==> config.mk <==
export PLATFORM = sky130hd
export DESIGN_NAME = gss_div
export DESIGN_NICKNAME = d
export VERILOG_FILES = /design/src/gss_div.sv
export SDC_FILE = /design/constraint.sdc
export NUM_CORES = 1
export LEC_CHECK = 0
export ABC_AREA = 1
export ABC_CLOCK_PERIOD_IN_PS = 8900
export BUFFER_PORTS_ARGS = -buffer_cell sky130_fd_sc_hd__buf_2
export CAP_MARGIN = 25
export CORE_MARGIN = 2
export CORE_UTILIZATION = 55
export DETAILED_ROUTE_END_ITERATION = 10
export GPL_TIMING_DRIVEN = 0
export HOLD_SLACK_MARGIN = 0.05
export PLACE_DENSITY = 0.78
export SLEW_MARGIN = 30
export SYNTH_ARGS = -nofsm -noshare
export SYNTH_HDL_FRONTEND = slang
export SYNTH_SLANG_ARGS = --single-unit
==> constraint.sdc <==
create_clock -name clk -period 8.9 [get_ports clk]
set_clock_uncertainty 0.2 [all_clocks]
set_input_delay 1.335 -clock clk [delete_from_list [all_inputs] [get_ports clk]]
set_output_delay 1.335 -clock clk [all_outputs]
set_load 0.1 [all_outputs]
==> src/gss_div.sv <==
// iterative signed divider, 64 by 32 bits, one quotient bit per cycle
`default_nettype none
module gss_div (
  input  wire logic        clk,
  input  wire logic        rst,
  input  wire logic        go,
  input  wire logic signed [63:0] num,
  input  wire logic signed [31:0] den,
  output logic             done,
  output logic signed [63:0] quo
);
  logic [63:0] q;
  logic [64:0] rem;
  logic [31:0] dmag;
  logic        neg;
  logic [6:0]  cnt;
  logic        run;
  logic [64:0] trial;

  always_comb trial = {rem[63:0], q[63]} - {33'd0, dmag};

  always_ff @(posedge clk) begin
    done <= 1'b0;
    if (rst) begin
      run <= 1'b0;
    end else if (go) begin
      q    <= num[63] ? 64'(-num) : num;
      dmag <= den[31] ? 32'(-den) : den;
      neg  <= num[63] ^ den[31];
      rem  <= '0;
      cnt  <= 7'd64;
      run  <= 1'b1;
    end else if (run) begin
      if (!trial[64]) begin
        rem <= trial;
        q   <= {q[62:0], 1'b1};
      end else begin
        rem <= {rem[63:0], q[63]};
        q   <= {q[62:0], 1'b0};
      end
      cnt <= cnt - 7'd1;
      if (cnt == 7'd1) begin
        run  <= 1'b0;
        done <= 1'b1;
      end
    end
  end

  assign quo = neg ? 64'(-q) : q;
endmodule
`default_nettype wire

==> out/qor.txt, run 1 <==
Starting Density - 0.5578
Max FO, Critical Path - 6
share of layout cells above drive strength 1 - 0.09485
post-synthesis average cell area - 6.409 µm²
fin nets - 2,824
crit path buf inv count - 3
# DRC - 0
hold-fix buffers at CTS - 0
setup repair bufs after CTS - 0
Clock Path Buffers - 2
total of max-cap violations - 0
sequential area share after synthesis - 0.3176
setup TNS - 0 ns
min cycle time layout - 5.206 ns
# fillers - 2,720
non-filler cells in the finished layout - 3,083
Hold Vio Cnt, Final - 0
DR pass1 iterations - 7
CTS Sinks - 170
IO Port Bufs - 161
WP data required - 7.36 ns
Yosys cell types - 45
measured slew at the worst slew-check pin - 0.9669 ns
Sw Share - 0.4206
startpoint types - flip-flop
CP top delay family - simple AND/OR/NAND/NOR gates
Num CTS Buffers - 17
sequential share of power - 0.360
Core Box Area - 0.02870 mm²
routed len/inst - 17.79 µm
power per standard cell area - 156.1 mW/mm²
Slew Limit Headroom - 0.3554
Slowest-stage cell, CP - buf_2
routed wire length - 54.83 mm
vias per cell - 5.546
CTS resizes - 0
Routed Antenna Nets - 0
final RePlAce weighted congestion - 1.015
crit share post-route - 0.5849
final worst-path setup slack - 3.694 ns
Area growth, synth to finish - 13.04%
Slowest Stage Delay on Critical Path - 0.49 ns
Total Routing Usage GR - 0.3580
Hold WC Path Type - reg -> reg
clock root cell - clkbuf_16
First DRT Iteration DRCs - 1,591
Logic pwr share - 0.376
Top Ports - 164
Worst-path clk slew - 0.07 ns
Chip Width - 174.6 µm
fin util - 0.6306
die area - 0.03049 mm²
Critical Path End Type - output port
RSZ-0062 raised after global routing - false
clk_lat worst skew - 0.44 ns
first-pass GRT wire length - 84.59 mm
via count - 17,100
Yosys warnings - 0
Mapped Area - 0.01601 mm²
largest net degree at the start of global routing - 27
Die Ht - 174.6 µm
n_diodes - 0
Worst IR Drop VDD - 0.1065 mV
Worst Setup Path Type - reg -> out
post-synthesis cell count - 2,498
Post-Syn Nets - 2,635
CP Cell Sequence - inv_1, ha_1, nand3_1, nor2_1, nand4_1, nor2_1, inv_1, o21ai_2, nand2_1, nor2_1, xor2_1, buf_2
HPWL Detailed - 45.10 mm
switching pwr - 0.001188 W
Yosys reg bits - 170
pre-CTS setup slack - 4.286 ns
Final setup viols - 0
initial antenna violation count - 1
Site Rows - 62
number of placed instances with taps included - 3,052
Power Internal - 0.001637 W
Leakage - 8.528 nW
Pins Over Slew Limit - 0
Total Power - 0.002825 W
H-tree levels - 4
arrival time at the worst endpoint - 3.67 ns
Max Clock Freq - 0.1921 GHz
grt ovf - 0
clock group share of total power - 0.264
CTS tree - built
Crit path top cell by count - nor2_1
vias in the first global route - 16,380
run status - finished, final reports clean
[synthesized netlist by cell type (all sizes together)]
| library cell | instances | area (µm²) |
|---|---|---|
| nor3b | 2 | 15.01 |
| fa | 1 | 20.02 |
| buf | 24 | 160.2 |
| o21a | 1 | 7.510 |
| nand2 | 752 | 2865 |
| or2 | 12 | 75.07 |
| and2 | 1 | 6.260 |
| nand3 | 165 | 830.8 |
| nand4 | 53 | 346.6 |
| xor2 | 117 | 1025 |
| o21bai | 2 | 15.01 |
| nor4 | 12 | 75.07 |
| edfxtp | 168 | 5045 |
| clkinv | 2 | 7.510 |
| dfxtp | 2 | 40.04 |
| o211ai | 3 | 22.52 |
| ha | 37 | 462.9 |
| xnor2 | 38 | 332.8 |
| nor3 | 37 | 200.2 |
| and3 | 1 | 6.260 |
| a21oi | 77 | 404.2 |
| o31ai | 7 | 52.55 |
| inv | 374 | 1404 |
| a21o | 3 | 22.52 |
| o2111ai | 1 | 8.760 |
| nand3b | 17 | 127.6 |
| nor2 | 409 | 1560 |
| o21ai | 144 | 724.4 |
| clkbuf | 31 | 116.4 |
| a31oi | 5 | 31.28 |
[per-layer routing]
metal  GRT usage  share of wire  vias up
met2      0.6113           0.47      774
li1            -              -     8333
met5           0        0.00024        -
met4      0.2090          0.063        2
met3     0.04678          0.077      189
met1      0.4349           0.39     7801
[cells by family after synthesis]
family          count (synthesis)  synth area share
compound gates                243           0.08049
xor+xnor                      155           0.08479
fa+ha+maj                      38           0.03017
buf+inv                       431            0.1054
flops                         170            0.3176
simple gates                 1461            0.3815
[registers in the layout, summed over array words and instances, names as in the netlist]
name and flops:
dmag 32, cnt 7, rem 64, run 1
q 64, neg 1, done 1
[metrics by stage]
stage / cell area [µm²] / hold WS, ns
final: 18100 / 0.3237
after global routing: 18100 / 0.3603
after CTS: 18100 / 0.3296
after detailed placement: 17530 / 0.3254
after global placement: 17300 / 0.2630
after floorplan: 16010 / 0.2425
[layout by cell type, fill, tap and decap left out, types with 32 or more instances in the layout]
cell type	instances
a21oi_1	73
buf_2	166
clkbuf_1	32
edfxtp_1	168
ha_1	37
inv_1	369
nand2_1	743
nand3_1	164
nand4_1	52
nor2_1	402
nor3_1	34
o21ai_0	128
xnor2_1	38
xor2_1	117
[area by class of cell]
class / instances / area, µm² / share of cell area
Sequential cell: 170 / 5085 / 0.2810
Clock buffer: 18 / 429.2 / 0.02371
Tap cell: 384 / 480.5 / 0.02655
Multi-Input combinational cell: 1897 / 9256 / 0.5114
Buffer: 55 / 276.5 / 0.01528
Inverter: 376 / 1411 / 0.07798
Clock inverter: 13 / 143.9 / 0.007950
Timing Repair Buffer: 170 / 1016 / 0.05614
[power groups by stage]
stage               Sequential [W]  Combinational (W)  Clock, W
finish                     0.00102            0.00106  0.000745
global route               0.00102            0.00115  0.000779
CTS                        0.00101            0.00105  0.000747
detailed placement         0.00103            0.00104         0
global placement           0.00104            0.00102         0
floorplan                  0.00102           0.000783         0
[worst register-to-register path, stage by stage, from the launching register on]
cell      delay (ns)
edfxtp_1        0.48
inv_1           0.08
ha_1            0.23
fa_1            0.42
inv_1           0.12
nand3_1         0.10
nand2_2         0.14
nand2_1         0.08
nand2_2         0.13
nand2_1         0.08
nand2_2         0.10
nand2_4         0.11
nand3_2         0.11
nand2_4         0.09
nand2_4         0.12
buf_2           0.30
nand3_1         0.12
nand2_1         0.08
nor2_1          0.05
[path summary, 6_finish.rpt]
check | from | end | slack [ns] | cells past startpoint
worst max register to register | q[63]$_DFFE_PP_ | rem[61]$_SDFFCE_PP0P_ | 5.52 | 18
worst min-delay path | run$_SDFF_PP0_ | done$_SDFF_PP0_ | 0.32 | 2
worst max-delay path | q[0]$_DFFE_PP_ | quo[46] | 3.69 | 12
worst min register to register | run$_SDFF_PP0_ | done$_SDFF_PP0_ | 0.32 | 2
(Power assumes the default switching activity.)
==> run 2, diff against run 1 <==
--- a/config.mk
+++ b/config.mk
@@ -5,12 +5,12 @@
 export SDC_FILE = /design/constraint.sdc
 export NUM_CORES = 1
 export LEC_CHECK = 0
-export ABC_AREA = 1
-export ABC_CLOCK_PERIOD_IN_PS = 8900
+export ABC_AREA = 0
+export ABC_CLOCK_PERIOD_IN_PS = 4640
 export BUFFER_PORTS_ARGS = -buffer_cell sky130_fd_sc_hd__buf_2
 export CAP_MARGIN = 25
 export CORE_MARGIN = 2
-export CORE_UTILIZATION = 55
+export CORE_UTILIZATION = 54
 export DETAILED_ROUTE_END_ITERATION = 10
 export GPL_TIMING_DRIVEN = 0
 export HOLD_SLACK_MARGIN = 0.05
==> constraint.sdc (replaced) <==
create_clock -name clk -period 4.64 [get_ports clk]
set_clock_uncertainty 0.2 [all_clocks]
set_input_delay 0.696 -clock clk [delete_from_list [all_inputs] [get_ports clk]]
set_output_delay 0.696 -clock clk [all_outputs]
set_load 0.1 [all_outputs]
==> run 2 against run 1 <==
Net effect: the flow now finishes with violations (negative setup slack); core utilization is 1.7 points higher; global-route usage is 7.2 points lower; clock-buffer cell count is 2 higher; die area is 19% lower; clock power is 89% higher; non-clock buffer count is 25 higher; sequential share of layout area is 5.6 points higher; routed wire length is 34% lower; first-iteration DRC count is 20% lower; flip-flop and latch count stayed put; setup slack worse by 3.9 ns; synthesized area is 21% lower; largest cell class unchanged.
==> out/qor.txt, run 2 <==
run status - complete, but fails checks
failing checks - negative setup slack
ys flop type - edfxtp_1
HPWL Detailed - 26.73 mm (-41%)
IO Port Bufs - 161 (unchanged)
Mapped Area - 0.01265 mm² (-21%)
share of layout cells above drive strength 1 - 0.1893 (+0.09447)
measured slew at the worst slew-check pin - 0.9601 ns (-0.006767 ns)
Synth area leader - edfxtp_1
Final setup viols - 5 (+5)
sequential area share after synthesis - 0.4018 (+0.08422)
Worst IR Drop VDD - 0.2607 mV (+140%)
First DRT Iteration DRCs - 1,274 (-20%)
Hold WC Path Type - reg -> reg
dominant cells by area after synthesis - edfxtp_1 40%, xnor2_1 7.4%, a21oi_1 5.6%, xor2_1 5.5%, nor2_1 4.1%
CTS Sinks - 170 (unchanged)
sequential share of power - 0.379 (+0.019)
die area - 0.02468 mm² (-19%)
Critical Path End Type - output port
post-synthesis cell count - 1,393 (-44%)
RSZ-0062 raised after global routing - true
switching pwr - 0.002000 W (+68%)
proportion of synthesized area in mux cells - 0.01681 (+0.01681)
Leakage - 5.632 nW (-34%)
Die Ht - 157.1 µm (-10%)
Yosys cell types - 66 (+47%)
Post-Syn Nets - 1,530 (-42%)
arrival time at the worst endpoint - 3.92 ns (+0.25 ns)
clk_lat worst skew - 0.44 ns (about the same)
commonest cells in the netlist - 168 x edfxtp_1, 141 x a21oi_1, 138 x nor2_1
Area growth, synth to finish - 19.10%
vias per cell - 6.055 (+9.2%)
CTS tree - built
Clock Path Buffers - 2 (unchanged)
clock root cell - clkbuf_16
grt ovf - 0 (unchanged)
Total Routing Usage GR - 0.2864 (-0.07166)
Synth Area in Compound Gates - 0.1739 (+0.09342)
Routed Antenna Nets - 0 (unchanged)
final RePlAce weighted congestion - 0.9236 (-9.0%)
Slew Limit Headroom - 0.3599 (+0.004512)
post-synthesis average cell area - 9.084 µm² (+42%)
crit share post-route - 1.037
clock group share of total power - 0.276 (+0.012)
pre-CTS setup slack - -0.5265 ns (-4.813 ns)
Starting Density - 0.5440 (-0.01381)
power per standard cell area - 340.1 mW/mm² (+120%)
startpoint types - flip-flop
initial antenna violation count - 5 (+4)
Post-Synth Simple-Gate Area - 0.2041 (-0.1775)
WP data required - 3.74 ns (-3.62 ns)
Total Power - 0.005126 W (+81%)
Yosys warnings - 0 (unchanged)
fin nets - 1,735 (-39%)
total of max-cap violations - 0 (unchanged)
Power Internal - 0.003127 W (+91%)
asr flop ratio synth - 0 (unchanged)
most frequent cell after synthesis - edfxtp_1
vias in the first global route - 10,740 (-34%)
most common cell after layout, fill and taps aside - edfxtp_1
min cycle time layout - 4.811 ns
via count - 11,710 (-32%)
# DRC - 0 (unchanged)
Logic pwr share - 0.345 (-0.031)
Chip Width - 157.1 µm (-10%)
Top Ports - 164 (unchanged)
Max FO, Critical Path - 5 (-1)
Worst Setup Path Type - reg -> out
routed wire length - 36.05 mm (-34%)
post-synth top area share - 0.3987 (+0.08356)
fin util - 0.6479 (+0.01736)
largest net degree at the start of global routing - 25 (-7.4%)
first-pass GRT wire length - 55.25 mm (-35%)
most frequent cells in the layout - 168 x edfxtp_1, 155 x buf_2, 140 x a21oi_1
routed len/inst - 18.64 µm (+4.8%)
largest family of logic cells by synthesized area - simple AND/OR/NAND/NOR gates
EDFF count, synth - 168 (unchanged)
Max Clock Freq - 0.2079 GHz
Core Box Area - 0.02326 mm² (-19%)
H-tree levels - 4 (unchanged)
Site Rows - 56 (-9.7%)
biggest regs - q: 64 flops, rem: 64 flops, dmag: 32 flops
Worst-path clk slew - 0.07 ns (about the same)
xor/xnor share of the synthesized area - 0.1287 (+0.04394)
Sw Share - 0.3901 (-0.03048)
DR pass1 iterations - 5 (-2)
Post-Synth Adder-Cell Area - 0.03816 (+0.007999)
# fillers - 1,912 (-30%)
Hold Vio Cnt, Final - 0 (unchanged)
final worst-path setup slack - -0.1710 ns (-3.865 ns)
Pins Over Slew Limit - 0 (unchanged)
Yosys reg bits - 170 (unchanged)
Num CTS Buffers - 17 (unchanged)
run 2: through the flow:
| stage | hold slack [ns] | setup TNS (ns) | cells | instance area (µm²) |
|---|---|---|---|---|
| floorplan | 0.2600 | 0 | 1393 | 12670 |
| global placement | 0.2720 | -109.91 | 1873 | 13870 |
| detailed placement | 0.2776 | -2.822 | 1881 | 14090 |
| CTS | 0.2873 | -0.4372 | 1921 | 14900 |
| global route | 0.3010 | -1.095 | 1934 | 15070 |
| finish | 0.2890 | -0.6908 | 1934 | 15070 |
run 2: kinds of logic (layout without fill, tap and decap cells):
kind of cell | after synthesis | count (layout)
and+or+nand+nor | 508 | 508
AOI/OAI and AO/OA | 356 | 356
xor gates and xnor gates | 186 | 186
DFF | 170 | 170
buffers and inverters | 116 | 334
adders and majority gates | 38 | 38
muxes | 19 | 19
other | 0 | 4
run 2: layout make-up:
| type | count | area, µm² | area share |
|---|---|---|---|
| inverter | 52 | 195.2 | 0.01295 |
| sequential | 170 | 5085 | 0.3374 |
| tap | 319 | 399.1 | 0.02648 |
| timing repair buffer | 186 | 1201 | 0.07969 |
| buffer | 64 | 266.5 | 0.01768 |
| clock inverter | 12 | 116.4 | 0.007720 |
| multi-input combinational | 1107 | 7342 | 0.4871 |
| clock buffer | 20 | 456.7 | 0.03030 |
| antenna | 4 | 10.01 | 0.0006641 |
run 2: critical path: stages, from the launching register on:
cell	delay, ns
edfxtp_1	0.43
or3_4	0.42
or3_4	0.34
or4_4	0.45
or3_4	0.41
nand2b_4	0.16
or4_4	0.50
o41ai_4	0.31
xnor2_2	0.19
buf_6	0.26
run 2: final timing paths:
check                                             end             startpoint  cells after the start  slack (ns)
worst min register to register        done$_SDFF_PP0_         run$_SDFF_PP0_                      1        0.29
worst max-delay path                          quo[63]        q[29]$_DFFE_PP_                      9       -0.17
worst min-delay path                  done$_SDFF_PP0_         run$_SDFF_PP0_                      1        0.29
worst max register to register  rem[53]$_SDFFCE_PP0P_  rem[17]$_SDFFCE_PP0P_                     10        0.14
run 2: repair_timing:
| action | CTS | global route |
|---|---|---|
| buffers inserted | 8 | 9 |
| resized for setup | 36 | 21 |
| hold buffers | 0 | 0 |
| endpoints found under the setup margin | 23 | 16 |
| pin swaps | 5 | 5 |
run 2: routing by layer:
layer,GRT usage,routed length (µm)
met5,0,14
met4,0.1065,1091
met3,0.04213,3265
met2,0.4770,17220
met1,0.3804,14460
run 2: power by group through the flow:
stage | Combinational, W | Clock, W | Sequential (W)
floorplan | 0.00133 | 0 | 0.00194
global placement | 0.00165 | 0 | 0.00197
detailed placement | 0.00170 | 0 | 0.00197
CTS | 0.00174 | 0.00141 | 0.00194
global route | 0.00188 | 0.00147 | 0.00196
finish | 0.00177 | 0.00141 | 0.00194
